===== config.mk =====
export PLATFORM = sky130hd
export DESIGN_NAME = text_glyph_quad_generator_unit
export DESIGN_NICKNAME = d
export VERILOG_FILES = /design/src/rtl/tgq_pkg.sv /design/src/rtl/tgq_glyph_mem.sv /design/src/rtl/tgq_vertex_gen.sv /design/src/rtl/text_glyph_quad_generator_unit.sv
export SDC_FILE = /design/constraint.sdc
export NUM_CORES = 2
export LEC_CHECK = 0
export BUFFER_PORTS_ARGS = -buffer_cell sky130_fd_sc_hd__buf_2
export CORE_UTILIZATION = 31
export DETAILED_ROUTE_END_ITERATION = 12
export HOLD_SLACK_MARGIN = 0.1
export PLACE_DENSITY = 0.44
export SETUP_SLACK_MARGIN = 0.15
export SLEW_MARGIN = 20
export SYNTH_ARGS = -nofsm -noshare
export SYNTH_HDL_FRONTEND = slang
export SYNTH_SLANG_ARGS = --single-unit

===== constraint.sdc =====
create_clock -name clk_i -period 5.21 [get_ports clk_i]
set_input_delay 0.521 -clock clk_i [delete_from_list [all_inputs] [get_ports clk_i]]
set_output_delay 0.521 -clock clk_i [all_outputs]
set_load 0.01 [all_outputs]

===== src/rtl/tgq_pkg.sv =====
// ----------------------------------------------------------------------------
// tgq_pkg
// Shared types and constants of the text glyph quad generator.
// ----------------------------------------------------------------------------
package tgq_pkg;

  // Command codes carried in the lowest bits of the input beat.
  typedef enum logic [1:0] {
    CMD_LOAD  = 2'd0,
    CMD_START = 2'd1,
    CMD_PLACE = 2'd2
  } cmd_e;

  // Configuration register indexes.
  typedef enum logic [1:0] {
    REG_GLYPH_HEIGHT  = 2'd0,
    REG_SPACE_ADVANCE = 2'd1,
    REG_CHAR_GAP      = 2'd2
  } cfg_reg_e;

  localparam int unsigned GLYPH_COUNT_DEF   = 95;
  localparam int unsigned TEX_FRAC_BITS_DEF = 16;

  localparam logic [7:0] FIRST_CODE  = 8'd32;
  localparam logic [7:0] SPACE_CODE  = 8'd32;

  localparam logic [7:0] GLYPH_HEIGHT_RST  = 8'd16;
  localparam logic [7:0] SPACE_ADVANCE_RST = 8'd3;
  localparam logic [7:0] CHAR_GAP_RST      = 8'd1;

  // Six vertices per quad. Bit k selects the right edge (x) or the bottom
  // edge (y) for vertex k.
  localparam int unsigned VTX_COUNT = 6;
  localparam logic [VTX_COUNT-1:0] VTX_XSEL = 6'b110010;
  localparam logic [VTX_COUNT-1:0] VTX_YSEL = 6'b100110;

  localparam int unsigned IN_TDATA_W  = 88;
  localparam int unsigned OUT_TDATA_W = 56;

  // Geometry of one quad handed to the vertex generator.
  typedef struct packed {
    logic signed [15:0] x0;
    logic signed [15:0] x1;
    logic signed [16:0] y0;
    logic signed [16:0] y1;
    logic        [15:0] u_left;
    logic        [15:0] u_right;
  } quad_geom_t;

  // Add a non-negative amount to a signed 16-bit cursor, saturating at the
  // positive limit.
  function automatic logic signed [15:0] sat_add(input logic signed [15:0] x,
                                                 input logic [8:0] a);
    logic signed [17:0] s;
    s = {{2{x[15]}}, x} + {9'd0, a};
    if (!s[17] && (s[16] || s[15])) begin
      sat_add = 16'sh7FFF;
    end else begin
      sat_add = s[15:0];
    end
  endfunction

endpackage


===== src/rtl/tgq_glyph_mem.sv =====
// ----------------------------------------------------------------------------
// tgq_glyph_mem
// Glyph table: one write port, one read port with registered read data.
// ----------------------------------------------------------------------------
module tgq_glyph_mem #(
  parameter int unsigned DEPTH  = tgq_pkg::GLYPH_COUNT_DEF,
  parameter int unsigned DATA_W = 2 * tgq_pkg::TEX_FRAC_BITS_DEF + 8,
  localparam int unsigned AddrW = (DEPTH > 1) ? $clog2(DEPTH) : 1
) (
  input  logic              clk_i,
  input  logic              we_i,
  input  logic [AddrW-1:0]  waddr_i,
  input  logic [DATA_W-1:0] wdata_i,
  input  logic              re_i,
  input  logic [AddrW-1:0]  raddr_i,
  output logic [DATA_W-1:0] rdata_o
);

  logic [DATA_W-1:0] mem_q [DEPTH];
  logic [DATA_W-1:0] rdata_q;

  always_ff @(posedge clk_i) begin
    if (we_i) begin
      mem_q[waddr_i] <= wdata_i;
    end
  end

  always_ff @(posedge clk_i) begin
    if (re_i) begin
      rdata_q <= mem_q[raddr_i];
    end
  end

  assign rdata_o = rdata_q;

endmodule


===== src/rtl/tgq_vertex_gen.sv =====
// ----------------------------------------------------------------------------
// tgq_vertex_gen
// Steps through the six vertices of a quad into the output register.
// ----------------------------------------------------------------------------
module tgq_vertex_gen (
  input  logic                                 clk_i,
  input  logic                                 rst_ni,
  input  logic                                 load_i,
  input  tgq_pkg::quad_geom_t                  geom_i,
  output logic                                 ready_o,
  output logic                                 m_axis_tvalid,
  input  logic                                 m_axis_tready,
  // pos_x[15:0], pos_y[32:16], tex_u[48:33], tex_v[49], zero pad[55:50]
  output logic [tgq_pkg::OUT_TDATA_W-1:0]      m_axis_tdata,
  output logic                                 m_axis_tlast
);

  tgq_pkg::quad_geom_t geom_q;
  logic                gen_valid_q;
  logic [2:0]          cnt_q;
  logic                out_valid_q;
  logic signed [15:0]  pos_x_q;
  logic signed [16:0]  pos_y_q;
  logic [15:0]         tex_u_q;
  logic                tex_v_q;
  logic                last_q;

  logic out_free;
  logic adv;
  logic at_last;
  logic xsel;
  logic ysel;

  assign out_free = !out_valid_q || m_axis_tready;
  assign adv      = gen_valid_q && out_free;
  assign at_last  = (cnt_q == 3'(tgq_pkg::VTX_COUNT - 1));
  assign ready_o  = !gen_valid_q || (adv && at_last);
  assign xsel     = tgq_pkg::VTX_XSEL[cnt_q];
  assign ysel     = tgq_pkg::VTX_YSEL[cnt_q];

  always_ff @(posedge clk_i or negedge rst_ni) begin
    if (!rst_ni) begin
      gen_valid_q <= 1'b0;
      cnt_q       <= '0;
    end else if (load_i) begin
      gen_valid_q <= 1'b1;
      cnt_q       <= '0;
    end else if (adv) begin
      if (at_last) begin
        gen_valid_q <= 1'b0;
        cnt_q       <= '0;
      end else begin
        cnt_q <= cnt_q + 3'd1;
      end
    end
  end

  always_ff @(posedge clk_i) begin
    if (load_i) begin
      geom_q <= geom_i;
    end
  end

  always_ff @(posedge clk_i or negedge rst_ni) begin
    if (!rst_ni) begin
      out_valid_q <= 1'b0;
    end else if (out_free) begin
      out_valid_q <= gen_valid_q;
    end
  end

  always_ff @(posedge clk_i) begin
    if (adv) begin
      pos_x_q <= xsel ? geom_q.x1 : geom_q.x0;
      pos_y_q <= ysel ? geom_q.y1 : geom_q.y0;
      tex_u_q <= xsel ? geom_q.u_right : geom_q.u_left;
      tex_v_q <= ysel;
      last_q  <= at_last;
    end
  end

  assign m_axis_tvalid = out_valid_q;
  assign m_axis_tlast  = last_q;
  assign m_axis_tdata  = {6'd0, tex_v_q, tex_u_q, pos_y_q, pos_x_q};

`ifndef SYNTH
  a_cnt_range: assert property (@(posedge clk_i) disable iff (!rst_ni)
    gen_valid_q |-> cnt_q < 3'(tgq_pkg::VTX_COUNT))
    else $error("vertex counter beyond the last vertex");

  a_load_when_free: assert property (@(posedge clk_i) disable iff (!rst_ni)
    load_i |-> ready_o)
    else $error("quad loaded while the previous one is still being emitted");

  a_last_is_bottom: assert property (@(posedge clk_i) disable iff (!rst_ni)
    out_valid_q && last_q |-> tex_v_q)
    else $error("final vertex of a quad is not on the bottom edge");
`endif

endmodule


===== src/rtl/text_glyph_quad_generator_unit.sv =====
// ----------------------------------------------------------------------------
// text_glyph_quad_generator_unit
// Turns a command stream of glyph loads, line starts and characters into the
// textured vertices of on-screen text, six vertices per drawn character.
// ----------------------------------------------------------------------------
// Usage. Commands arrive as beats on the s_axis channel: a load writes one
// glyph table entry (left u, right u, pixel width), a start sets the cursor x
// and the line y, a place draws one printable character. A space only moves
// the cursor; characters outside the table and the unused command code are
// dropped. Each drawn character leaves as six vertex beats on m_axis, the
// sixth flagged with tlast. The three registers (glyph height, space advance
// and character gap) are written over the cfg channel, which is always ready
// and must only be used while the block is idle.
// A character beat enters the lookup stage at its accepting edge, is then
// loaded into the vertex stepper, and its first vertex is presented from the
// output register. One vertex leaves per cycle while the receiver is ready;
// loads, starts, spaces and dropped beats pass the lookup stage with no wait
// for the stepper. The six-step vertex counter sets the sustained rate.
// Reset clears the cursor and the line y to zero and the registers to 16, 3
// and 1. The glyph table is not cleared and must be loaded before use. When
// the receiver stalls, the output register holds its beat; the stepper and
// then the lookup stage back up, and s_axis_tready falls.
// ----------------------------------------------------------------------------
module text_glyph_quad_generator_unit #(
  parameter int unsigned GLYPH_COUNT   = tgq_pkg::GLYPH_COUNT_DEF,
  parameter int unsigned TEX_FRAC_BITS = tgq_pkg::TEX_FRAC_BITS_DEF
) (
  input  logic                             clk_i,
  input  logic                             rst_ni,
  // Command stream.
  input  logic                             s_axis_tvalid,
  output logic                             s_axis_tready,
  // command[1:0], char_code[9:2], glyph_left[25:10], glyph_right[41:26],
  // glyph_width[49:42], start_x[65:50], start_y[81:66], zero pad[87:82]
  input  logic [tgq_pkg::IN_TDATA_W-1:0]   s_axis_tdata,
  // Vertex stream.
  output logic                             m_axis_tvalid,
  input  logic                             m_axis_tready,
  // pos_x[15:0], pos_y[32:16], tex_u[48:33], tex_v[49], zero pad[55:50]
  output logic [tgq_pkg::OUT_TDATA_W-1:0]  m_axis_tdata,
  output logic                             m_axis_tlast,
  // Register writes.
  input  logic                             cfg_valid_i,
  output logic                             cfg_ready_o,
  input  logic [1:0]                       cfg_index_i,
  input  logic [7:0]                       cfg_data_i
);

  localparam int unsigned AddrW  = (GLYPH_COUNT > 1) ? $clog2(GLYPH_COUNT) : 1;
  localparam int unsigned UW     = TEX_FRAC_BITS;
  localparam int unsigned EntryW = 2 * UW + 8;
  localparam logic [8:0]  CountW = 9'(GLYPH_COUNT);

  // Input beat fields.
  logic [1:0]         in_cmd;
  logic [7:0]         in_code;
  logic [15:0]        in_left;
  logic [15:0]        in_right;
  logic [7:0]         in_width;
  logic signed [15:0] in_start_x;
  logic signed [15:0] in_start_y;

  assign in_cmd     = s_axis_tdata[1:0];
  assign in_code    = s_axis_tdata[9:2];
  assign in_left    = s_axis_tdata[25:10];
  assign in_right   = s_axis_tdata[41:26];
  assign in_width   = s_axis_tdata[49:42];
  assign in_start_x = s_axis_tdata[65:50];
  assign in_start_y = s_axis_tdata[81:66];

  logic       in_accept;
  logic [7:0] in_idx;
  logic       in_place_ok;
  logic       mem_we;
  logic       mem_re;

  assign in_accept   = s_axis_tvalid && s_axis_tready;
  assign in_idx      = in_code - tgq_pkg::FIRST_CODE;
  // A place is kept only when the character falls inside the table.
  assign in_place_ok = (in_code >= tgq_pkg::FIRST_CODE) && ({1'b0, in_idx} < CountW);
  assign mem_we      = in_accept && (in_cmd == tgq_pkg::CMD_LOAD) && ({1'b0, in_code} < CountW);
  assign mem_re      = in_accept && (in_cmd == tgq_pkg::CMD_PLACE) && in_place_ok;

  logic [EntryW-1:0] mem_wdata;
  logic [EntryW-1:0] mem_rdata;

  // Entry layout: width in the low byte, then right u, then left u.
  assign mem_wdata = {UW'(in_left), UW'(in_right), in_width};

  tgq_glyph_mem #(
    .DEPTH  (GLYPH_COUNT),
    .DATA_W (EntryW)
  ) u_glyph_mem (
    .clk_i   (clk_i),
    .we_i    (mem_we),
    .waddr_i (in_code[AddrW-1:0]),
    .wdata_i (mem_wdata),
    .re_i    (mem_re),
    .raddr_i (in_idx[AddrW-1:0]),
    .rdata_o (mem_rdata)
  );

  // Lookup stage: holds the command while the table read completes. All
  // cursor updates happen here, so they stay in command order.
  logic               b_valid_q;
  logic [1:0]         b_cmd_q;
  logic               b_ok_q;
  logic               b_space_q;
  logic signed [15:0] b_start_x_q;
  logic signed [15:0] b_start_y_q;

  logic signed [15:0] cursor_x_q;
  logic signed [15:0] line_y_q;
  logic [7:0]         glyph_height_q;
  logic [7:0]         space_advance_q;
  logic [7:0]         char_gap_q;

  logic [7:0]  rd_width;
  logic [15:0] rd_left;
  logic [15:0] rd_right;
  logic        b_place;
  logic        b_is_glyph;
  logic        b_take;
  logic        gen_ready;
  logic [8:0]  glyph_adv;

  tgq_pkg::quad_geom_t geom;

  assign rd_width = mem_rdata[7:0];
  assign rd_right = 16'(mem_rdata[UW+7:8]);
  assign rd_left  = 16'(mem_rdata[2*UW+7:UW+8]);

  assign b_place    = b_valid_q && (b_cmd_q == tgq_pkg::CMD_PLACE) && b_ok_q;
  assign b_is_glyph = b_place && !b_space_q;
  assign b_take     = b_valid_q && (!b_is_glyph || gen_ready);
  assign s_axis_tready = !b_valid_q || b_take;

  assign glyph_adv = {1'b0, rd_width} + {1'b0, char_gap_q};

  assign geom.x0      = cursor_x_q;
  assign geom.x1      = tgq_pkg::sat_add(cursor_x_q, {1'b0, rd_width});
  assign geom.y0      = {line_y_q[15], line_y_q};
  assign geom.y1      = {line_y_q[15], line_y_q} - {9'd0, glyph_height_q};
  assign geom.u_left  = rd_left;
  assign geom.u_right = rd_right;

  always_ff @(posedge clk_i or negedge rst_ni) begin
    if (!rst_ni) begin
      b_valid_q <= 1'b0;
    end else if (s_axis_tready) begin
      b_valid_q <= s_axis_tvalid;
    end
  end

  always_ff @(posedge clk_i) begin
    if (in_accept) begin
      b_cmd_q     <= in_cmd;
      b_ok_q      <= in_place_ok;
      b_space_q   <= (in_code == tgq_pkg::SPACE_CODE);
      b_start_x_q <= in_start_x;
      b_start_y_q <= in_start_y;
    end
  end

  always_ff @(posedge clk_i or negedge rst_ni) begin
    if (!rst_ni) begin
      cursor_x_q <= '0;
      line_y_q   <= '0;
    end else if (b_take) begin
      if (b_cmd_q == tgq_pkg::CMD_START) begin
        cursor_x_q <= b_start_x_q;
        line_y_q   <= b_start_y_q;
      end else if (b_is_glyph) begin
        cursor_x_q <= tgq_pkg::sat_add(cursor_x_q, glyph_adv);
      end else if (b_place) begin
        cursor_x_q <= tgq_pkg::sat_add(cursor_x_q, {1'b0, space_advance_q});
      end
    end
  end

  // Register port: always ready, an index beyond the list is ignored.
  assign cfg_ready_o = 1'b1;

  always_ff @(posedge clk_i or negedge rst_ni) begin
    if (!rst_ni) begin
      glyph_height_q  <= tgq_pkg::GLYPH_HEIGHT_RST;
      space_advance_q <= tgq_pkg::SPACE_ADVANCE_RST;
      char_gap_q      <= tgq_pkg::CHAR_GAP_RST;
    end else if (cfg_valid_i) begin
      case (cfg_index_i)
        tgq_pkg::REG_GLYPH_HEIGHT:  glyph_height_q  <= cfg_data_i;
        tgq_pkg::REG_SPACE_ADVANCE: space_advance_q <= cfg_data_i;
        tgq_pkg::REG_CHAR_GAP:      char_gap_q      <= cfg_data_i;
        default: ;
      endcase
    end
  end

  tgq_vertex_gen u_vertex_gen (
    .clk_i         (clk_i),
    .rst_ni        (rst_ni),
    .load_i        (b_take && b_is_glyph),
    .geom_i        (geom),
    .ready_o       (gen_ready),
    .m_axis_tvalid (m_axis_tvalid),
    .m_axis_tready (m_axis_tready),
    .m_axis_tdata  (m_axis_tdata),
    .m_axis_tlast  (m_axis_tlast)
  );

`ifndef SYNTH
  a_stall_needs_item: assert property (@(posedge clk_i) disable iff (!rst_ni)
    !s_axis_tready |-> b_valid_q && b_is_glyph)
    else $error("input stalled without a glyph waiting in the lookup stage");

  a_accept_fills_stage: assert property (@(posedge clk_i) disable iff (!rst_ni)
    in_accept |=> b_valid_q)
    else $error("accepted beat did not reach the lookup stage");

  a_start_sets_cursor: assert property (@(posedge clk_i) disable iff (!rst_ni)
    b_take && (b_cmd_q == tgq_pkg::CMD_START) |=>
      (cursor_x_q == $past(b_start_x_q)) && (line_y_q == $past(b_start_y_q)))
    else $error("start command did not set the cursor");
`endif

endmodule


# Word-level counts from Yosys, hierarchy flattened
# Memories as Yosys holds them, arrays and structs flattened. A register that Yosys moved wholly into a read port is not among the register bits.
# Cells that the tools add are included.
[word_totals]
out_inout_bits = 60
ramBits = 3800
mem_count = 3
reg_bits = 246
inputBits = 103
romBits = 16
[mem_list]
columns = ["memory", "words", "word_bits", "read_ports", "rd_ports_with_merged_regs", "wr", "line", "rtl"]
rows = [
  ["u_glyph_mem.mem_q", 95, 40, 1, 1, 1, "tgq_glyph_mem.sv:19", "logic [DATA_W-1:0] mem_q [DEPTH];"],
  ["(no name shown)", 8, 1, 1, 0, 0, "tgq_vertex_gen.sv:38", "assign xsel = tgq_pkg::VTX_XSEL[cnt_q];"],
  ["(no name shown)", 8, 1, 1, 0, 0, "tgq_vertex_gen.sv:39", "assign ysel = tgq_pkg::VTX_YSEL[cnt_q];"],
]
[classes]
n_reduce_logical = 42
eq_ne = 7
add_sub_neg = 7
n_lt_le_gt_ge = 4
n_mux = 18
[op_table]
columns = ["cell", "count"]
rows = [
  ["2-to-1 mux 16 bit", 7],
  ["adder 16 x 9 -> 17 bit", 2],
  ["adder 16 x 10 -> 17 bit", 1],
  ["2-to-1 mux 17 bit", 1],
  ["subtractor 16 x 9 -> 17 bit", 1],
  ["logical AND 1 bit", 16],
  ["less-than comparator 8 x 7 -> 1 bit, second input constant", 2],
  ["AND reduction 2 bit", 6],
  ["adder 8 x 8 -> 9 bit", 1],
  ["2-to-1 mux 3 bit", 3],
  ["equality test 8 x 6 -> 1 bit, second input constant", 1],
  ["greater-or-equal comparator 8 x 6 -> 1 bit, second input constant", 1],
  ["logical NOT 1 bit", 8],
  ["subtractor 8 x 6 -> 8 bit, second input constant", 1],
  ["logical OR 1 bit", 7],
  ["2-to-1 mux 1 bit", 7],
  ["equality test 2 bit, second input constant", 3],
  ["equality test 2 x 1 -> 1 bit, second input constant", 2],
  ["logical NOT 2 bit", 2],
  ["less-than comparator 3 x 4 -> 1 bit, second input constant", 1],
  ["nonzero test 2 bit", 2],
  ["adder 3 x 1 -> 3 bit, second input constant", 1],
  ["equality test 3 bit, second input constant", 1],
  ["nonzero test 3 bit", 1],
]

# Depth between registers and ports, before layout
[depth]
word_depth = 13
depth_mapped = 19
mapped_depth_nobuf = 18

# Hierarchy
# From an unflattened synthesis, not the netlist that was laid out.
[unflattened]
cells_unflattened = 7494
area_unflattened_um2 = 158251.8
[by_module_without_submodules]
columns = ["mod", "n_inst", "cells_per_inst", "area_per_inst_um2"]
rows = [
  ["tgq_glyph_mem", 1, 6602, 146718.2],
  ["text_glyph_quad_generator_unit", 1, 651, 6105.9],
  ["tgq_vertex_gen", 1, 241, 5427.7],
]

# Worst setup path after synthesis
# No wires, ideal clock.
[synth_timing]
kind = "register to register"
from = "reg u_vertex_gen.cnt_q[1]"
to = "mem u_glyph_mem.mem_q[38][0] in the netlist's numbering, enable pin"
path_buffers = 2
required_time_ns = 4.772
t_arrival_ns = 3.625
path_stages_with_launch = 12
setup_ns = 0.438
setup_slack_ns = 1.147
path_cell_list = "dfrtp_1 -> inv_1 -> ha_1 -> and2_1 -> buf_2 -> a21bo_2 -> nor2_1 -> nor3b_1 -> nor4b_4 -> nand2_1 -> buf_2 -> nor2_1"
[synth_between]
elab_chain_cells = 11
[synth_lines]
columns = ["item", "line", "rtl"]
rows = [
  ["from (decl)", "tgq_vertex_gen.sv:20", "logic [2:0] cnt_q;"],
  ["from (signal assigned)", "tgq_vertex_gen.sv:53", "cnt_q <= cnt_q + 3'd1;"],
  ["equality test 3 bit", "tgq_vertex_gen.sv:36", "assign at_last = (cnt_q == 3'(tgq_pkg::VTX_COUNT - 1));"],
  ["named net u_vertex_gen.at_last", "tgq_vertex_gen.sv:30", "logic at_last;"],
  ["logical AND 1 bit", "tgq_vertex_gen.sv:37", "assign ready_o = !gen_valid_q || (adv && at_last);"],
  ["logical OR 1 bit", "tgq_vertex_gen.sv:37", ""],
  ["logical OR 1 bit", "text_glyph_quad_generator_unit.sv:135", "assign b_take = b_valid_q && (!b_is_glyph || gen_ready);"],
  ["logical AND 1 bit", "text_glyph_quad_generator_unit.sv:135", ""],
  ["logical OR 1 bit", "text_glyph_quad_generator_unit.sv:136", "assign s_axis_tready = !b_valid_q || b_take;"],
  ["logical AND 1 bit", "text_glyph_quad_generator_unit.sv:77", "assign in_accept = s_axis_tvalid && s_axis_tready;"],
  ["logical AND 1 bit (2 in a row)", "text_glyph_quad_generator_unit.sv:81", "assign mem_we = in_accept && (in_cmd == tgq_pkg::CMD_LOAD) && ({1'b0, in_code} < CountW);"],
  ["2-to-1 mux 1 bit", "tgq_glyph_mem.sv:23", "if (we_i) begin"],
  ["2-to-1 mux 1 bit (implied by the code)", "tgq_glyph_mem.sv:24", "mem_q[waddr_i] <= wdata_i;"],
  ["to (decl)", "tgq_glyph_mem.sv:19", ""],
]
# The timed path passes the listed nets, and every way through them passes these cells.

# Worst setup path in the final report
[layout_timing]
from = "reg u_vertex_gen.cnt_q[1]"
to = "mem u_glyph_mem.mem_q[40][27] in the netlist's numbering, enable pin"
[layout_between]
elab_chain_cells = 11
[layout_lines]
columns = ["item", "line"]
rows = [
  ["equality test 3 bit", "tgq_vertex_gen.sv:36"],
  ["logical AND 1 bit", "tgq_vertex_gen.sv:37"],
  ["logical OR 1 bit", "tgq_vertex_gen.sv:37"],
  ["logical OR 1 bit", "text_glyph_quad_generator_unit.sv:135"],
  ["logical AND 1 bit", "text_glyph_quad_generator_unit.sv:135"],
  ["logical OR 1 bit", "text_glyph_quad_generator_unit.sv:136"],
  ["logical AND 1 bit", "text_glyph_quad_generator_unit.sv:77"],
  ["logical AND 1 bit (2 in a row)", "text_glyph_quad_generator_unit.sv:81"],
  ["2-to-1 mux 1 bit", "tgq_glyph_mem.sv:23"],
  ["2-to-1 mux 1 bit (implied by the code)", "tgq_glyph_mem.sv:24"],
]
# Every way passes these cells.

==> summary.txt <==
Placer Congestion = 0.820
Setup TNS = 0 ns
Core Rows = 262
Core region area = 510,000 µm²
Final period utilization = 0.835
Worst-margin pin slew = 1.38 ns
FILL cells = 47,500
Vias in the first global route = 92,100
Critical path fanouts, max = 17
Starting Density = 0.312
Die Footprint = 516,000 µm²
Antenna violations before repair = 76
Most common cell after layout, fill and taps aside = edfxtp_1
Crit-path leading delay family = simple AND/OR/NAND/NOR gates
Mapped Area = 159,000 µm²
Final Max Slew Viols = 0
Int Power = 55.3 mW
CTS max path bufs = 4
Synth-to-Final Area Change = 17.1%
Leading area contributor after synthesis = edfxtp_1
Ports = 163
GRT Total Usage = 0.224
CP Cell Sequence = inv_1 > ha_1 > and2_1 > a21bo_2 > nor2_1 > nor3b_1 > nor4b_4 > buf_4 > nand2_1 > buf_4 > nor2_4 > buf_12
Worst stage delay on the critical path = 0.74 ns
Fmax = 230 MHz
CP Launch Type = flip-flop
Final Setup Violations = 0
Total vias in the final route = 93,500
Port buffer count = 149
Seq pwr share = 0.503
Logic pwr share = 0.092
Ys flop type = edfxtp_1
Min-delay worst type = in2reg
EDFF count, synth = 4,024
DRC errors left = 0
Vias per Instance = 5.60
Share of flip-flops with an asynchronous set or reset = 0.0152
CP Class = reg2reg
Top-area cell type share of the netlist area = 0.759
Post-route ant nets = 0
Slowest CP cell = nor3b_1
Clk_skew = 0.0671 ns
Die Wd = 719 µm
Sequential share of the synthesized area = 0.769
H-tree depth = 5
Most Frequent Cell on Critical Path = buf_4
RSZ-0062 raised after global routing = no
First-pass GRT wire length = 807,000 µm
Yosys reg bits = 4,086
Hold Crit Start = s_axis_tdata[49]
Clock power share = 0.406
Layout cell share with drive strength beyond 1 = 0.197
Syn_area_per_cell = 17.8 µm²
Die height = 719 µm
Sw Share = 0.246
Leak pwr = 59.7 nW
Setup WS post-layout = 0.862 ns
Max-cap violations = 0
Pre-antenna DRT Iters = 8
Worst R2R Start = u_vertex_gen.cnt_q[1]$_DFFE_PN0P_
Clock transition at path regs = 0.06 ns
Net Sw Power = 18.0 mW
Most frequent cells in the layout = 4,024 x edfxtp_1, 496 x mux2i_1, 466 x buf_4
Total gr overflow = 0
Inserted Clock Buffers = 433
Warnings, synthesis = 0
Crit path DAT = 4.99 ns
Routed WL = 599,000 µm
Post-DP HPWL = 346,000 µm
Placement Setup Slack = 0.783 ns
Clock sinks = 4,086
Nets@finish = 9,753
Largest net degree at the start of global routing = 96
Synth Instances = 8,950
Clk root buf = clkbuf_16
Final hold violations = 0
Pwr/cell area = 393 nW/µm²
Postcts setup bufs = 0
Routed wire length per instance = 35.9 µm
Crit path time final = 4.35 ns
Critical path launch point = u_vertex_gen.cnt_q[1]$_DFFE_PN0P_
Distinct cells, synth = 92
CP bufs+invs = 4
Slew margin rel. = 0.0558
CTS tree = yes
CP Capture Type = flip-flop
Req. time, crit path = 5.86 ns
Clock latency on the worst-skew pair = 1.04 ns
Run status = finished, final reports clean
Max VDD drop = 0.000320 V
Most area-consuming cells after synthesis = edfxtp_1 76%, mux2i_1 3.1%, mux4_2 2.8%
Initial drt markers = 12,500
[kinds of logic after synthesis]
family	Yosys count	share of synthesized area
buffers and inverters	660	0.0238
other	2	0.0000472
flip-flops	4086	0.769
XOR/XNOR	52	0.00286
adder cells (fa/ha/maj)	53	0.00440
multiplexers	970	0.0787
AO/OA/AOI/OAI	2052	0.0925
AND/OR/NAND/NOR	1075	0.0289
[metal layers]
| metal | vias up | share of wire | global-route usage |
|---|---|---|---|
| met1 | 50500 | 0.43 | 0.314 |
| li1 | 38000 | - | - |
| met3 | 770 | 0.073 | 0.0342 |
| met5 | - | 0.00017 | 0 |
| met2 | 4266 | 0.47 | 0.368 |
| met4 | 16 | 0.025 | 0.0524 |
[worst paths after layout]
| kind | cells after the start | endpoint | slack [ns] |
|---|---|---|---|
| worst max register to register | 12 | u_glyph_mem.mem_q[40][27]$_DFFE_PP_ | 0.86 |
| worst min register to register | 0 | u_vertex_gen.geom_q[15]$_DFFE_PP_ | 0.42 |
| min in group asynchronous | 3 | u_vertex_gen.gen_valid_q$_DFFE_PN0P_ | 0.25 |
| max in group asynchronous | 3 | cursor_x_q[15]$_DFFE_PN0P_ | 3.85 |
| worst min-delay path | 1 | u_glyph_mem.mem_q[84][7]$_DFFE_PP_ | 0.15 |
| worst max-delay path | 12 | u_glyph_mem.mem_q[40][27]$_DFFE_PP_ | 0.86 |
[cell usage after synthesis (10+ instances only)]
cell type / number
o2bb2ai_1: 10
edfxtp_1: 4024
and3_1: 25
o21a_1: 10
a311oi_1: 30
and2_1: 11
nand2_1: 434
nor4_1: 11
buf_6: 72
a221o_1: 42
inv_1: 40
o31ai_1: 11
mux4_2: 198
a2111oi_0: 29
nor2b_1: 17
a222oi_1: 16
xor2_1: 17
a221oi_1: 433
buf_2: 202
o221a_2: 11
buf_4: 133
a211oi_1: 47
o211ai_1: 44
clkbuf_1: 175
xnor2_1: 35
a21oi_1: 308
o22ai_1: 153
ha_1: 48
nor3_1: 70
mux2_2: 276
buf_1: 32
o221ai_1: 100
mux2i_1: 496
a22oi_1: 246
a31oi_1: 42
o21ai_0: 338
nand3_1: 43
nand2b_1: 11
nor2_1: 403
a21o_1: 12
a22o_1: 71
dfrtp_1: 58
[what timing repair did]
action / 4_1_cts / 5_1_grt
endpoints found under the hold margin: 1223 / 54
gates resized for setup: 0 / 0
hold buffers: 89 / 3
[through the flow]
stage	utilization	power, mW	hold WS (ns)	area, µm²	cells
global route	0.365	75.4	0.177	186000	16700
floorplan	-	40.8	0.225	159000	8955
global placement	0.337	44.2	0.402	172000	15800
CTS	0.365	73.8	0.106	186000	16700
detailed placement	0.337	44.2	0.405	172000	15800
finish	0.365	73.4	0.152	187000	16700
[power groups by stage]
| stage | Combinational, mW | Sequential (mW) | Clock, mW |
|---|---|---|---|
| after floorplan | 3.24 | 37.6 | 0 |
| after global placement | 6.61 | 37.6 | 0 |
| after detailed placement | 6.64 | 37.6 | 0 |
| after CTS | 6.73 | 36.9 | 30.2 |
| after global routing | 7.11 | 36.9 | 31.4 |
| final | 6.74 | 36.9 | 29.8 |
[flip-flops by register name (all words and copies together), names as in the netlist, 2 cells and up]
signal	cells
char_gap_q	8
line_y_q	16
cursor_x_q	16
b_start_x_q	16
b_start_y_q	16
u_glyph_mem.mem_q	3800
u_vertex_gen.geom_q	97
u_vertex_gen.pos_y_q	17
u_vertex_gen.tex_u_q	16
b_cmd_q	2
u_vertex_gen.pos_x_q	16
u_glyph_mem.rdata_o	40
u_vertex_gen.cnt_q	3
space_advance_q	8
glyph_height_q	8
[layout make-up]
class / count / area (µm²) / area share
inverter: 44 / 196 / 0.00105
tap: 6732 / 8420 / 0.0452
clock buffer: 537 / 11300 / 0.0608
clock inverter: 248 / 1990 / 0.0107
antenna: 20 / 50.0 / 0.000268
timing repair buffer: 823 / 8100 / 0.0435
multi-input combinational: 4209 / 34000 / 0.182
sequential: 4086 / 122000 / 0.656
Power figures use the tool's default switching activity.
